### config.mk
export PLATFORM = sky130hd
export DESIGN_NAME = asm_queue
export DESIGN_NICKNAME = d
export VERILOG_FILES = /design/src/rtl/asm_pkg.sv /design/src/rtl/asm_queue.sv
export SDC_FILE = /design/constraint.sdc
export NUM_CORES = 1
export LEC_CHECK = 0
export BUFFER_PORTS_ARGS = -buffer_cell sky130_fd_sc_hd__buf_2
export CAP_MARGIN = 20
export CELL_PAD_IN_SITES_DETAIL_PLACEMENT = 0
export CELL_PAD_IN_SITES_GLOBAL_PLACEMENT = 1
export CORE_UTILIZATION = 45
export DETAILED_ROUTE_END_ITERATION = 12
export GPL_ROUTABILITY_DRIVEN = 0
export PLACE_DENSITY_LB_ADDON = 0.1
export SLEW_MARGIN = 10
export SYNTH_ARGS = -nofsm -noshare
export SYNTH_HDL_FRONTEND = slang
export SYNTH_SLANG_ARGS = --single-unit
export TNS_END_PERCENT = 1
### constraint.sdc
create_clock -name clk -period 14.5 [get_ports clk]
set_input_delay 1.45 -clock clk [delete_from_list [all_inputs] [get_ports clk]]
set_output_delay 1.45 -clock clk [all_outputs]
set_load 0.03 [all_outputs]
### src/rtl/asm_pkg.sv
// Shared types and constants for the adaptive stroke smoother.
// Used by the front end, the job queue, the back end and the top level.
package asm_pkg;

  localparam int CFG_IDX_W = 1;
  localparam int CFG_DATA_W = 32;
  localparam int SF_W = 17;
  localparam int TIME_W = 32;
  localparam int PRES_W = 16;

  localparam logic [CFG_IDX_W-1:0] REG_SMOOTH_FACTOR = 1'b0;
  localparam logic [CFG_IDX_W-1:0] REG_SPEED_LIMIT = 1'b1;

  localparam logic [SF_W-1:0] SF_ONE = 17'd65536;
  localparam logic [SF_W-1:0] SF_RESET = 17'd32768;
  localparam logic [CFG_DATA_W-1:0] SPEED_RESET = 32'd65536;

  // Reciprocal of ten in 19 fractional bits; exact for the slow weight range.
  localparam logic [15:0] RECIP_TEN = 16'd52429;
  localparam int RECIP_SHIFT = 19;

  localparam int QUEUE_DEPTH = 2;
  localparam int QPTR_W = $clog2(QUEUE_DEPTH);
  localparam int QCNT_W = $clog2(QUEUE_DEPTH + 1);

  typedef enum logic [1:0] {
    JOB_SINGLE = 2'd0,
    JOB_PASS   = 2'd1,
    JOB_SMOOTH = 2'd2
  } job_kind_t;

  typedef struct packed {
    logic [SF_W-1:0]       smooth_factor;
    logic [CFG_DATA_W-1:0] speed_limit;
  } cfg_t;

endpackage

### src/rtl/asm_queue.sv
// Short job queue between the front end and the back end.
// Depends on asm_pkg for the queue depth.
module asm_queue import asm_pkg::*; #(
  parameter int DATA_W = 275
) (
  input  logic              clk,
  input  logic              rst_n,
  input  logic              push,
  input  logic [DATA_W-1:0] push_data,
  output logic              full,
  input  logic              pop,
  output logic              pop_valid,
  output logic [DATA_W-1:0] pop_data
);

  logic [DATA_W-1:0] mem_r [QUEUE_DEPTH];
  logic [QPTR_W-1:0] wptr_r, wptr_nxt;
  logic [QPTR_W-1:0] rptr_r, rptr_nxt;
  logic [QCNT_W-1:0] count_r, count_nxt;
  logic              do_push, do_pop;

  assign full = (count_r == QCNT_W'(QUEUE_DEPTH));
  assign pop_valid = (count_r != '0);
  assign pop_data = mem_r[rptr_r];
  assign do_push = push && !full;
  assign do_pop = pop && pop_valid;

  always_comb begin
    wptr_nxt = wptr_r;
    rptr_nxt = rptr_r;
    count_nxt = count_r;
    if (do_push) begin
      wptr_nxt = (wptr_r == QPTR_W'(QUEUE_DEPTH - 1)) ? '0 : wptr_r + 1'b1;
    end
    if (do_pop) begin
      rptr_nxt = (rptr_r == QPTR_W'(QUEUE_DEPTH - 1)) ? '0 : rptr_r + 1'b1;
    end
    if (do_push && !do_pop) begin
      count_nxt = count_r + 1'b1;
    end else if (do_pop && !do_push) begin
      count_nxt = count_r - 1'b1;
    end
  end

  always_ff @(posedge clk) begin
    if (!rst_n) begin
      wptr_r <= '0;
      rptr_r <= '0;
      count_r <= '0;
    end else begin
      wptr_r <= wptr_nxt;
      rptr_r <= rptr_nxt;
      count_r <= count_nxt;
    end
  end

  always_ff @(posedge clk) begin
    if (do_push) begin
      mem_r[wptr_r] <= push_data;
    end
  end

endmodule

==> Yosys cells after proc, flatten, opt, wreduce, memory -nomap -nowiden <==
Memories as Yosys holds them, arrays and structs flattened. A register that Yosys moved wholly into a read port is not among the register bits.
Index checks and enable logic that the tools add are counted.
{ "classes": {"n_addsub": 4, "eq_ne": 1, "n_mux": 8, "n_reduce_logical": 9} }
{ "ops": {"columns": ["operator", "n"], "rows": [
  ["1-bit 2-to-1 mux", 6],
  ["1-bit logical AND", 4],
  ["2-bit 2-to-1 mux", 2],
  ["2-bit nonzero test", 2],
  ["1-bit logical NOT", 3],
  ["1-bit adder (second input constant)", 2],
  ["2-bit by 1-bit adder with 2-bit output (second input constant)", 1],
  ["2-bit == test (second input constant)", 1],
  ["2-bit by 1-bit subtractor with 2-bit output (second input constant)", 1]
]} }
{ "totals": {"reg_bits": 4, "ram_bits": 550, "in_bits": 279, "out_inout_bits": 277, "word_cells": 26, "mem_count": 1} }
{ "memory_table": {"columns": ["memory", "depth", "width", "read_ports", "rd_ports_with_merged_regs", "write_ports", "line", "rtl"], "rows": [
  ["mem_r", 2, 275, 1, 1, 1, "asm_queue.sv:16", "logic [DATA_W-1:0] mem_r [QUEUE_DEPTH];"]
]} }

==> Longest topological paths before layout <==
{ "logic_depth": {"word_depth": 7, "depth_mapped": 7, "depth_no_buf": 7} }

==> Worst setup path after synthesis <==
No wires, ideal clock.
{ "synth_path": {"kind": "input to register", "startpoint": "in push", "endpoint": "reg wptr_r", "setup_ns": 0.106, "arrival_ns": 12.829, "required_time_ns": 14.394, "slack_ns": 1.564, "stages": 3, "n_path_buf": 0, "cell_sequence": "inv_1 -> nor3_2 -> o21a_1"} }
{ "synth_via": {"elab_chain_cells": 1} }
{ "synth_rtl": {"columns": ["item", "line", "rtl"], "rows": [
  ["start, declared", "asm_queue.sv:8", "input logic push,"],
  ["1-bit logical AND", "asm_queue.sv:25", "assign do_push = push && !full;"],
  ["end signal, assigned", "asm_queue.sv:51", "wptr_r <= wptr_nxt;"],
  ["end, declared", "asm_queue.sv:17", "logic [QPTR_W-1:0] wptr_r, wptr_nxt;"]
]} }
Every way passes these cells.
A chain may end at the register's enable or synchronous reset.

==> summary.md <==
| Metric | Value |
|---|---|
| Power per cell area | 194 mW/mm2 |
| CTS Hold Bufs | 0 |
| CP arrival | 3.79 ns |
| Syn Inst Count | 881 |
| Cells along the critical path | buf_4 > buf_12 > mux2_4 > buf_2 |
| Seq/Total Area, Yosys | between 70% and 80% |
| Postcts setup bufs | 0 |
| Drt total wl | approximately 46000 um |
| Status | completed |
| R2R depth | 4 |
| Commonest non-fill, non-tap cell in the layout | buf_2 |
| Area Growth Syn to Fin | 23.6% |
| Post-synthesis adder-cell area fraction | less than 1% |
| Final-report max-slew violation count | 0 |
| Layout cells sized above 1 | 60.6% |
| Die area | 0.0479 mm2 |
| Worst-path clk slew | about 0.06 ns |
| Synth Cell Area | 0.0212 mm2 |
| Minimum clock period | 5.24 ns |
| Remaining DRCs | 0 |
| Horiz. Die Dim | 219 um |
| Worst-Margin Slew | about 1.3 ns |
| Crit path max fanout | 134 |
| Pre-antenna DRT Iters | 6 |
| Final setup viols | 0 |
| Vias in the first global route | roughly 11k |
| Instance count on the critical path | 4 |
| Core area | 0.0465 mm2 |
| Routed len/inst | 21.5 um |
| Die H | 219 um |
| Crit path launch type | flop |
| Synth Net Count | 1161 |
| Sink Count | 555 |
| Number of antenna violations at the first check in global routing | 23 |
| CTS HTree Levels | 2 |
| Most frequent cells in the layout | buf_2 (555), edfxtp_1 (550), mux2_4 (250), clkbuf_16 (57), mux2_2 (25) |
| IO Count | 556 |
| Final HPWL DP | around 31000 um |
| Worst path max stage delay | between 0.7 and 0.8 ns |
| Initial core utilization | 45.6% |
| Hold WC Path Type | flop to flop |
| Post-Synth XOR/XNOR Area | 0.124% |
| Total Routing Usage GR | 18.5% |
| Via count | 10.4k |
| Largest net degree at the start of global routing | 135 |
| Post-route ant nets | 0 |
| CTS Root Cell | clkbuf_16 |
| Num CTS Buffers | 55 |
| Top cells by area, synth | edfxtp_1 (78%), mux2_4 (18%), mux2_2 (1.3%) |
| Worst-Skew Late Latency | 0.58 ns |
| Post-synthesis mux area share | 19.1% |
| Gr ovfl total | 0 |
| Max frequency | 191 MHz |
| Bufs and invs on worst path | 3 |
| Req. time, crit path | 13.05 ns |
| Post-synth top area share | 78.0% |
| Via density | 4.87 |
| Netlist cell types | 23 |
| First-pass GRT wire length | 64200 um |
| Final period util | 36.1% |
| Leak Pwr | 10.2 nW |
| Number of synthesized register bits | 555 |
| Finished Core Util | 56.3% |
| Max_cap viols | 0 |
| Unrepaired setup endpoints after global routing | no |
| Slowest-stage cell, CP | dfxtp_4 |
| Kind of critical path | flop to output pin |
| Post-Synth Simple-Gate Area | 0.272% |
| IO Port Bufs | between 500 and 600 |
| Final net count | 1754 |
| Fillcell total | approximately 3.7k |
| VDD IR-drop max | roughly 0.11 mV |
| Clock Tree Buf Depth | 3 |
| CP Capture Type | output pin |
| Initial DRC count | 497 |
| Max_slew headroom | 16.3% |
| Hold Path Stages | 2 |
| Post-CTS sizing | 0 |
| CTS tree | yes |
| Clk_skew | between 0.01 and 0.015 ns |
| Setup TNS | 0 ns |
| Largest family of logic cells by synthesized area | multiplexers |
| Syn Area/Cell | 24.0 um2 |
| Top Family by Delay on Critical Path | buffers and inverters |
| Final-report hold violation count | 0 |
| Area leader, netlist | edfxtp_1 |
| Count of warnings emitted by yosys | 0 |
| Compound-cell area share of the yosys netlist | less than 1% |
| Row count | 79 |
[power by group]
part / internal (mW) / switching, mW / total, mW
clock network: 0.781 / 0.557 / 1.34
registers: 2.02 / 0.0631 / 2.08
logic: 0.629 / 1.03 / 1.66
[cell usage after synthesis (all sizes together)]
master,instances
a21boi,2
and2,3
and3,1
buf,31
dfxtp,5
edfxtp,550
ha,1
inv,2
mux2,275
nand2b,1
nor2,1
nor3,1
o21a,1
o21ai,2
or2,1
or3,1
xnor2,2
xor2,1
[stage by stage]
stage	power, mW	hold WS, ns	area, um2	setup slack (ns)	cells
finish	5.08	0.539	26200	9.26	2126
global route	5.28	0.581	26200	9.14	2124
CTS	5.15	0.544	26100	9.24	2118
global placement	3.78	0.497	24400	9.59	2022
detailed placement	3.79	0.529	24500	9.58	2023
floorplan	3.45	0.479	21200	1.56	881
[worst min-delay path: cells and delay by family (launching register included)]
| kind | cells | cell delay, ns |
|---|---|---|
| flops | 1 | 0.34 |
| compound gates | 2 | 0.15 |
[sequential cells by signal (all words and copies together), names as in the netlist, named ones only]
register	flops
count_r	2
mem_r	550
wptr_r	1
rptr_r	1
[cell type report]
type,instances,area (um2),share of cell area [%]
multi-input combinational,293,4180,16.0
clock inverter,26,216,0.827
tap,607,759,2.90
sequential,555,16600,63.5
antenna,7,17.5,0.0669
inverter,2,7.51,0.0287
timing repair buffer,567,2910,11.1
clock buffer,69,1470,5.62
[layer usage]
metal	track usage, %	part of all wire, %
met1	20.1	35
met2	30.6	50
met3	9.02	11
met4	7.87	3.3
met5	0	0.51
[final timing paths]
check,start,slack [ns],endpoint
max,flop,9.26,pop_data[66]
min,count_r[1],0.54,count_r[1]
max reg2reg,count_r[0],10.69,mem_r[1][184]
min reg2reg,count_r[1],0.54,count_r[1]
[logic make-up after synthesis]
| family | Yosys count |
|---|---|
| mux | 275 |
| simple gates | 9 |
| buf+inv | 33 |
| xor+xnor | 3 |
| compound gates | 5 |
| flops | 555 |
| fa+ha+maj | 1 |
Power figures use the tool's default switching activity.
