`src/rtl/asm_pkg.sv`:
```
// Shared types and constants for the adaptive stroke smoother.
// Used by the front end, the job queue, the back end and the top level.
package asm_pkg;

  localparam int CFG_IDX_W = 1;
  localparam int CFG_DATA_W = 32;
  localparam int SF_W = 17;
  localparam int TIME_W = 32;
  localparam int PRES_W = 16;

  localparam logic [CFG_IDX_W-1:0] REG_SMOOTH_FACTOR = 1'b0;
  localparam logic [CFG_IDX_W-1:0] REG_SPEED_LIMIT = 1'b1;

  localparam logic [SF_W-1:0] SF_ONE = 17'd65536;
  localparam logic [SF_W-1:0] SF_RESET = 17'd32768;
  localparam logic [CFG_DATA_W-1:0] SPEED_RESET = 32'd65536;

  // Reciprocal of ten in 19 fractional bits; exact for the slow weight range.
  localparam logic [15:0] RECIP_TEN = 16'd52429;
  localparam int RECIP_SHIFT = 19;

  localparam int QUEUE_DEPTH = 2;
  localparam int QPTR_W = $clog2(QUEUE_DEPTH);
  localparam int QCNT_W = $clog2(QUEUE_DEPTH + 1);

  typedef enum logic [1:0] {
    JOB_SINGLE = 2'd0,
    JOB_PASS   = 2'd1,
    JOB_SMOOTH = 2'd2
  } job_kind_t;

  typedef struct packed {
    logic [SF_W-1:0]       smooth_factor;
    logic [CFG_DATA_W-1:0] speed_limit;
  } cfg_t;

endpackage

```
`src/rtl/asm_front.sv`:
```
// Front end: accepts pen points, keeps the point window and issues jobs.
// Depends on asm_pkg for the job kinds and field widths.
module asm_front import asm_pkg::*; #(
  parameter int CW = 24,
  localparam int JobW = 6 * CW + 131
) (
  input  logic                     clk,
  input  logic                     rst_n,
  input  logic                     in_valid,
  output logic                     in_stall,
  input  logic signed [CW-1:0]     in_x,
  input  logic signed [CW-1:0]     in_y,
  input  logic [PRES_W-1:0]        in_pressure,
  input  logic [TIME_W-1:0]        in_time,
  input  logic                     in_stroke_end,
  output logic                     job_push,
  output logic [JobW-1:0]          job_data,
  input  logic                     job_full
);

  typedef struct packed {
    job_kind_t          kind;
    logic               stroke_end;
    logic signed [CW-1:0] prev_x;
    logic signed [CW-1:0] prev_y;
    logic [TIME_W-1:0]  prev_t;
    logic signed [CW-1:0] held_x;
    logic signed [CW-1:0] held_y;
    logic [PRES_W-1:0]  held_p;
    logic [TIME_W-1:0]  held_t;
    logic signed [CW-1:0] new_x;
    logic signed [CW-1:0] new_y;
    logic [PRES_W-1:0]  new_p;
    logic [TIME_W-1:0]  new_t;
  } job_t;

  logic signed [CW-1:0] prev_x_r, prev_y_r, held_x_r, held_y_r;
  logic [TIME_W-1:0]    prev_t_r, held_t_r;
  logic [PRES_W-1:0]    held_p_r;
  logic [1:0]           seen_r, seen_nxt;
  logic                 accept, shift;
  job_t                 job;

  assign in_stall = job_full;
  assign accept = in_valid && !job_full;

  always_comb begin
    job.kind = JOB_SMOOTH;
    job.stroke_end = in_stroke_end;
    job.prev_x = prev_x_r;
    job.prev_y = prev_y_r;
    job.prev_t = prev_t_r;
    job.held_x = held_x_r;
    job.held_y = held_y_r;
    job.held_p = held_p_r;
    job.held_t = held_t_r;
    job.new_x = in_x;
    job.new_y = in_y;
    job.new_p = in_pressure;
    job.new_t = in_time;
    job_push = 1'b0;
    shift = 1'b0;
    seen_nxt = seen_r;
    if (accept) begin
      case (seen_r)
        2'd0: begin
          job.kind = JOB_SINGLE;
          job_push = in_stroke_end;
          shift = !in_stroke_end;
          seen_nxt = in_stroke_end ? 2'd0 : 2'd1;
        end
        2'd1: begin
          job.kind = JOB_PASS;
          job_push = 1'b1;
          shift = 1'b1;
          seen_nxt = in_stroke_end ? 2'd0 : 2'd2;
        end
        default: begin
          job.kind = JOB_SMOOTH;
          job_push = 1'b1;
          shift = 1'b1;
          seen_nxt = in_stroke_end ? 2'd0 : 2'd2;
        end
      endcase
    end
  end

  assign job_data = job;

  always_ff @(posedge clk) begin
    if (!rst_n) begin
      seen_r <= 2'd0;
    end else begin
      seen_r <= seen_nxt;
    end
  end

  always_ff @(posedge clk) begin
    if (shift) begin
      prev_x_r <= held_x_r;
      prev_y_r <= held_y_r;
      prev_t_r <= held_t_r;
      held_x_r <= in_x;
      held_y_r <= in_y;
      held_p_r <= in_pressure;
      held_t_r <= in_time;
    end
  end

endmodule

```
`config.mk`:
```
export PLATFORM = sky130hd
export DESIGN_NAME = asm_front
export DESIGN_NICKNAME = d
export VERILOG_FILES = /design/src/rtl/asm_pkg.sv /design/src/rtl/asm_front.sv
export SDC_FILE = /design/constraint.sdc
export NUM_CORES = 1
export LEC_CHECK = 0
export BUFFER_PORTS_ARGS = -buffer_cell sky130_fd_sc_hd__buf_2
export CELL_PAD_IN_SITES_DETAIL_PLACEMENT = 1
export CELL_PAD_IN_SITES_GLOBAL_PLACEMENT = 1
export CORE_AREA = 2 2 147 149
export DETAILED_ROUTE_END_ITERATION = 8
export DIE_AREA = 0 0 149 151
export MAX_ROUTING_LAYER = met4
export PLACE_DENSITY = 0.85
export SYNTH_ARGS = -nofsm -noshare
export SYNTH_HDL_FRONTEND = slang
export SYNTH_SLANG_ARGS = --single-unit
export TNS_END_PERCENT = 10
```
`constraint.sdc`:
```
create_clock -name clk -period 9.75 [get_ports clk]
set_input_delay 0.4875 -clock clk [delete_from_list [all_inputs] [get_ports clk]]
set_output_delay 0.4875 -clock clk [all_outputs]
set_load 0.03 [all_outputs]
```
=== Yosys cells after proc, flatten, opt, wreduce, memory -nomap -nowiden ===
Cells that the tools add are included.

* Flip-flop bits (word level): 178
* Input port bits: 101
* Output and inout port bits: 277
* Logic and storage cells: 22

* Equality and inequality tests: 1
* Muxes and demuxes: 9
* Reductions and logical operators: 4

{| class="wikitable"
|+ Operator list
! cell !! count
|-
| $mux 2 || 3
|-
| $mux 1 || 5
|-
| $pmux 2 s2 || 1
|-
| $eq 2x1->1 const B || 1
|-
| $logic_not 1->1 || 2
|-
| $logic_not 2->1 || 1
|-
| $logic_and 1x1->1 || 1
|}

=== Logic depth before layout (Yosys ltp) ===
* Depth in word-level cells: 3
* Gate-level depth with buffers: 2
* Gate-level depth less buffers: 2

=== Worst setup path before layout ===
No wires, ideal clock.

* Kind: input port to flip-flop
* From: input port job_full
* To: register held_p_r[0] (enable)
* Setup time: 0.760 ns
* Arrival: 9.037 ns
* Data required time: 8.990 ns
* Setup slack: -0.047 ns
* Cell stages on the path: 2
* Path buffers: 0
* Cell sequence: and2b_4 -> a21boi_1

* Cells in the longest elaborated chain, start to end: 3

{| class="wikitable"
|+ Ends and longest elaborated chain
! what !! line !! text
|-
| start, declared || asm_front.sv:18 || <nowiki>input logic job_full</nowiki>
|-
| $logic_not 1->1 || asm_front.sv:45 || <nowiki>assign accept = in_valid && !job_full;</nowiki>
|-
| $logic_and 1x1->1 || asm_front.sv:45 ||
|-
| $mux 1 || asm_front.sv:64 || <nowiki>if (accept) begin</nowiki>
|-
| net shift || asm_front.sv:41 || <nowiki>logic accept, shift;</nowiki>
|-
| end signal, assigned || asm_front.sv:105 || <nowiki>held_p_r <= in_pressure;</nowiki>
|-
| end, declared || asm_front.sv:39 || <nowiki>logic [PRES_W-1:0] held_p_r;</nowiki>
|}

The timed path passes the listed nets, and every way through them passes these cells.
A chain may end at the register's enable or synchronous reset.

=== Worst setup path in the final report ===
* From: register seen_r[1]
* To: register held_p_r[13] (enable)

* Cells in the longest elaborated chain, start to end: 3

{| class="wikitable"
|+ Ends and longest elaborated chain
! what !! line !! text
|-
| start, declared || asm_front.sv:40 || <nowiki>logic [1:0] seen_r, seen_nxt;</nowiki>
|-
| start signal, assigned || asm_front.sv:94 || <nowiki>seen_r <= seen_nxt;</nowiki>
|-
| $logic_not 2->1 || asm_front.sv:65 || <nowiki>case (seen_r)</nowiki>
|-
| $mux 1 || asm_front.sv:65 ||
|-
| $mux 1 || asm_front.sv:64 ||
|-
| net shift || asm_front.sv:41 ||
|}

The timed path passes the listed nets, and every way through them passes these cells.

==> reports/metrics.yaml <==
flow_run:
  max_cap_viol_count: 0
clocking:
  ctsResizeCount: 0
  numCtsBuffers: 17
  cts_tree: "yes"
  insertion_delay_ps: 420
  postCtsSetupRepairBufs: 0
  clk_pin_slew_ps: 70
  cts.sink_count: 178
  ctsHoldBuffers: 0
  htree_levels: 4
  root_buffer: "clkbuf_16"
  clk_path_buf_depth: 2
synth:
  synth_nets: 391
  ys_seq_area_frac: 0.865
  synth_top_area_frac: 0.859
  postSynthCellCount: 290
  ys_ff_latch: 178
  yosysTopAreaCell: "edfxtp_1"
  syn-cell-area_mm2: 0.00615
  avgSynthCellArea_um2: 21.2
  synthTopCellsByArea: "edfxtp_1 86%, buf_4 12%, dfxtp_1 0.65%, nand3b_1 0.24%, o22ai_2 0.20%"
  synth_cell_types: 13
  yosysWarnings: 0
global_routing:
  use_met2: 0.244
  met1_usage: 0.157
  top_usage_layer: "met2"
  first_global_vias: 3739
  grt-ovfl-total: 0
  grt_usage: 0.145
  met3_usage: 0.0515
  grt_pass1_wl_mm: 22.6
  grt_max_degree: 85
  antenna_found_initial: 0
floorplanning:
  die_area_mm2: 0.0225
  die_w_um: 149
  fp.dieH_um: 151
  io_pins: 378
  core_mm2: 0.0208
  rows: 53
  start_util: 0.296
sta:
  worst_pin_slew_ps: 1070
  setup_viol: 0
  relSlewSlack: 0.287
  finalCriticalPeriod_ps: 2240
  fin_skew_ps: 9.31
  drv_slew: 0
  setup_tns_ps: 0
  period_share: 0.230
  hold_viol: 0
  max_freq_mhz: 447
  rsz0062_at_grt: "no"
  setup_ws_ps: 7510
place:
  dpl.hpwl_mm: 13.2
  portBuffers: 377
  place_ws_ps: 7090
  gp_congestion: 0.796
power:
  ir_worst_vdd_uv: 92.7
  power_density_mw_per_mm2: 212
  leakagePower_nw: 3.46
routing:
  drtIter0Drc: 177
  via_per_inst: 4.08
  post_drt_wl_per_cell_um: 19.1
  drt_pre_antenna_iters: 4
  wl_mm: 16.7
  via_count: 3581
  ant_nets: 0
  drcViolationCount: 0
finish:
  diodes: 0
  drive_above_1_share: 0.687
  fin_nets: 691
  final_common_cell: "buf_2"
  final_cell_mix: "377 x buf_2, 176 x edfxtp_1, 17 x clkbuf_16"
  layout-area-overhead-vs-synth_pct: 34.5
setup_path:
  worstPathRequired_ps: 9780
  crit_path_cell_trace: "nor2_1 -> a21boi_4 -> buf_4"
  critPathCaptureType: "flop"
  worst-setup-path-type: "reg -> reg"
  critPathBufInv: 1
  cp_max_fo: 84
  worstSetupStartpointType: "flop"
  critical-path-top-delay-family: "buffers and inverters"
  max_stage_delay_ps: 870
  worstPathArrival_ps: 2270
  slowest_stage: "buf_4"
outcome:
  outcome: "finished clean"
hold_path:
  hp-class: "in -> reg"
==> area by class of cell <==
| class | instances | area [µm²] |
|---|---|---|
| inverters | 2 | 7.51 |
| clock buffers | 18 | 429 |
| multi-input cells | 12 | 97.6 |
| clock inverters | 14 | 173 |
| fillers | 2179 | 12500 |
| well taps | 275 | 344 |
| repair buffers | 379 | 1900 |
| flip-flops and latches | 178 | 5330 |
==> logic make-up (layout without fill, tap and decap cells) <==
family | Yosys count | count (layout) | share of synthesized area
flip-flops | 178 | 178 | 0.865
buffers and inverters | 100 | 413 | 0.121
AO/OA/AOI/OAI | 3 | 3 | 0.00468
AND/OR/NAND/NOR | 9 | 9 | 0.00935
==> flip-flops by register name, indices dropped and copies added, names as in the netlist <==
register  flops
held_t_r     32
prev_t_r     32
prev_x_r     24
held_y_r     24
prev_y_r     24
held_p_r     16
seen_r        2
held_x_r     24
==> metrics by stage <==
step	cells	util	area [µm²]	total power [mW]	hold slack, ps
global placement	846	0.369	7680	1.08	422
global route	878	0.398	8280	1.82	223
finish	878	0.398	8280	1.76	251
floorplan	290	-	6160	1.04	485
detailed placement	846	0.369	7680	1.08	431
CTS	878	0.398	8280	1.78	223
==> power breakdown <==
| group | switching, mW | internal (mW) |
|---|---|---|
| Clock | 0.306 | 0.388 |
| Combinational | 0.138 | 0.0458 |
| Sequential | 0.0101 | 0.870 |
==> metal layers <==
layer  vias up  share of wire
li1       1574              -
met2       232           0.52
met1      1755           0.37
met3        20          0.090
met4         0          0.018
met5         -              0
==> cell usage after synthesis <==
| cell | n |
|---|---|
| or3_4 | 1 |
| nand3b_1 | 2 |
| edfxtp_1 | 176 |
| and2_1 | 1 |
| and2b_4 | 1 |
| dfxtp_1 | 2 |
| nor2_1 | 2 |
| inv_1 | 2 |
| o22ai_2 | 1 |
| a221oi_1 | 1 |
| buf_4 | 98 |
| nand2_1 | 2 |
| a21boi_1 | 1 |
==> worst paths after layout <==
kind / endpoint / slack (ps) / depth (start not counted) / startpoint
max: held_p_r[13] / 7510 / 3 / seen_r[1]
max reg2reg: held_p_r[13] / 7510 / 3 / seen_r[1]
min: held_p_r[10] / 250 / 1 / in_pressure[10]
min reg2reg: prev_y_r[15] / 450 / 0 / held_y_r[15]
Note: power is estimated with default switching activity, not from simulation.
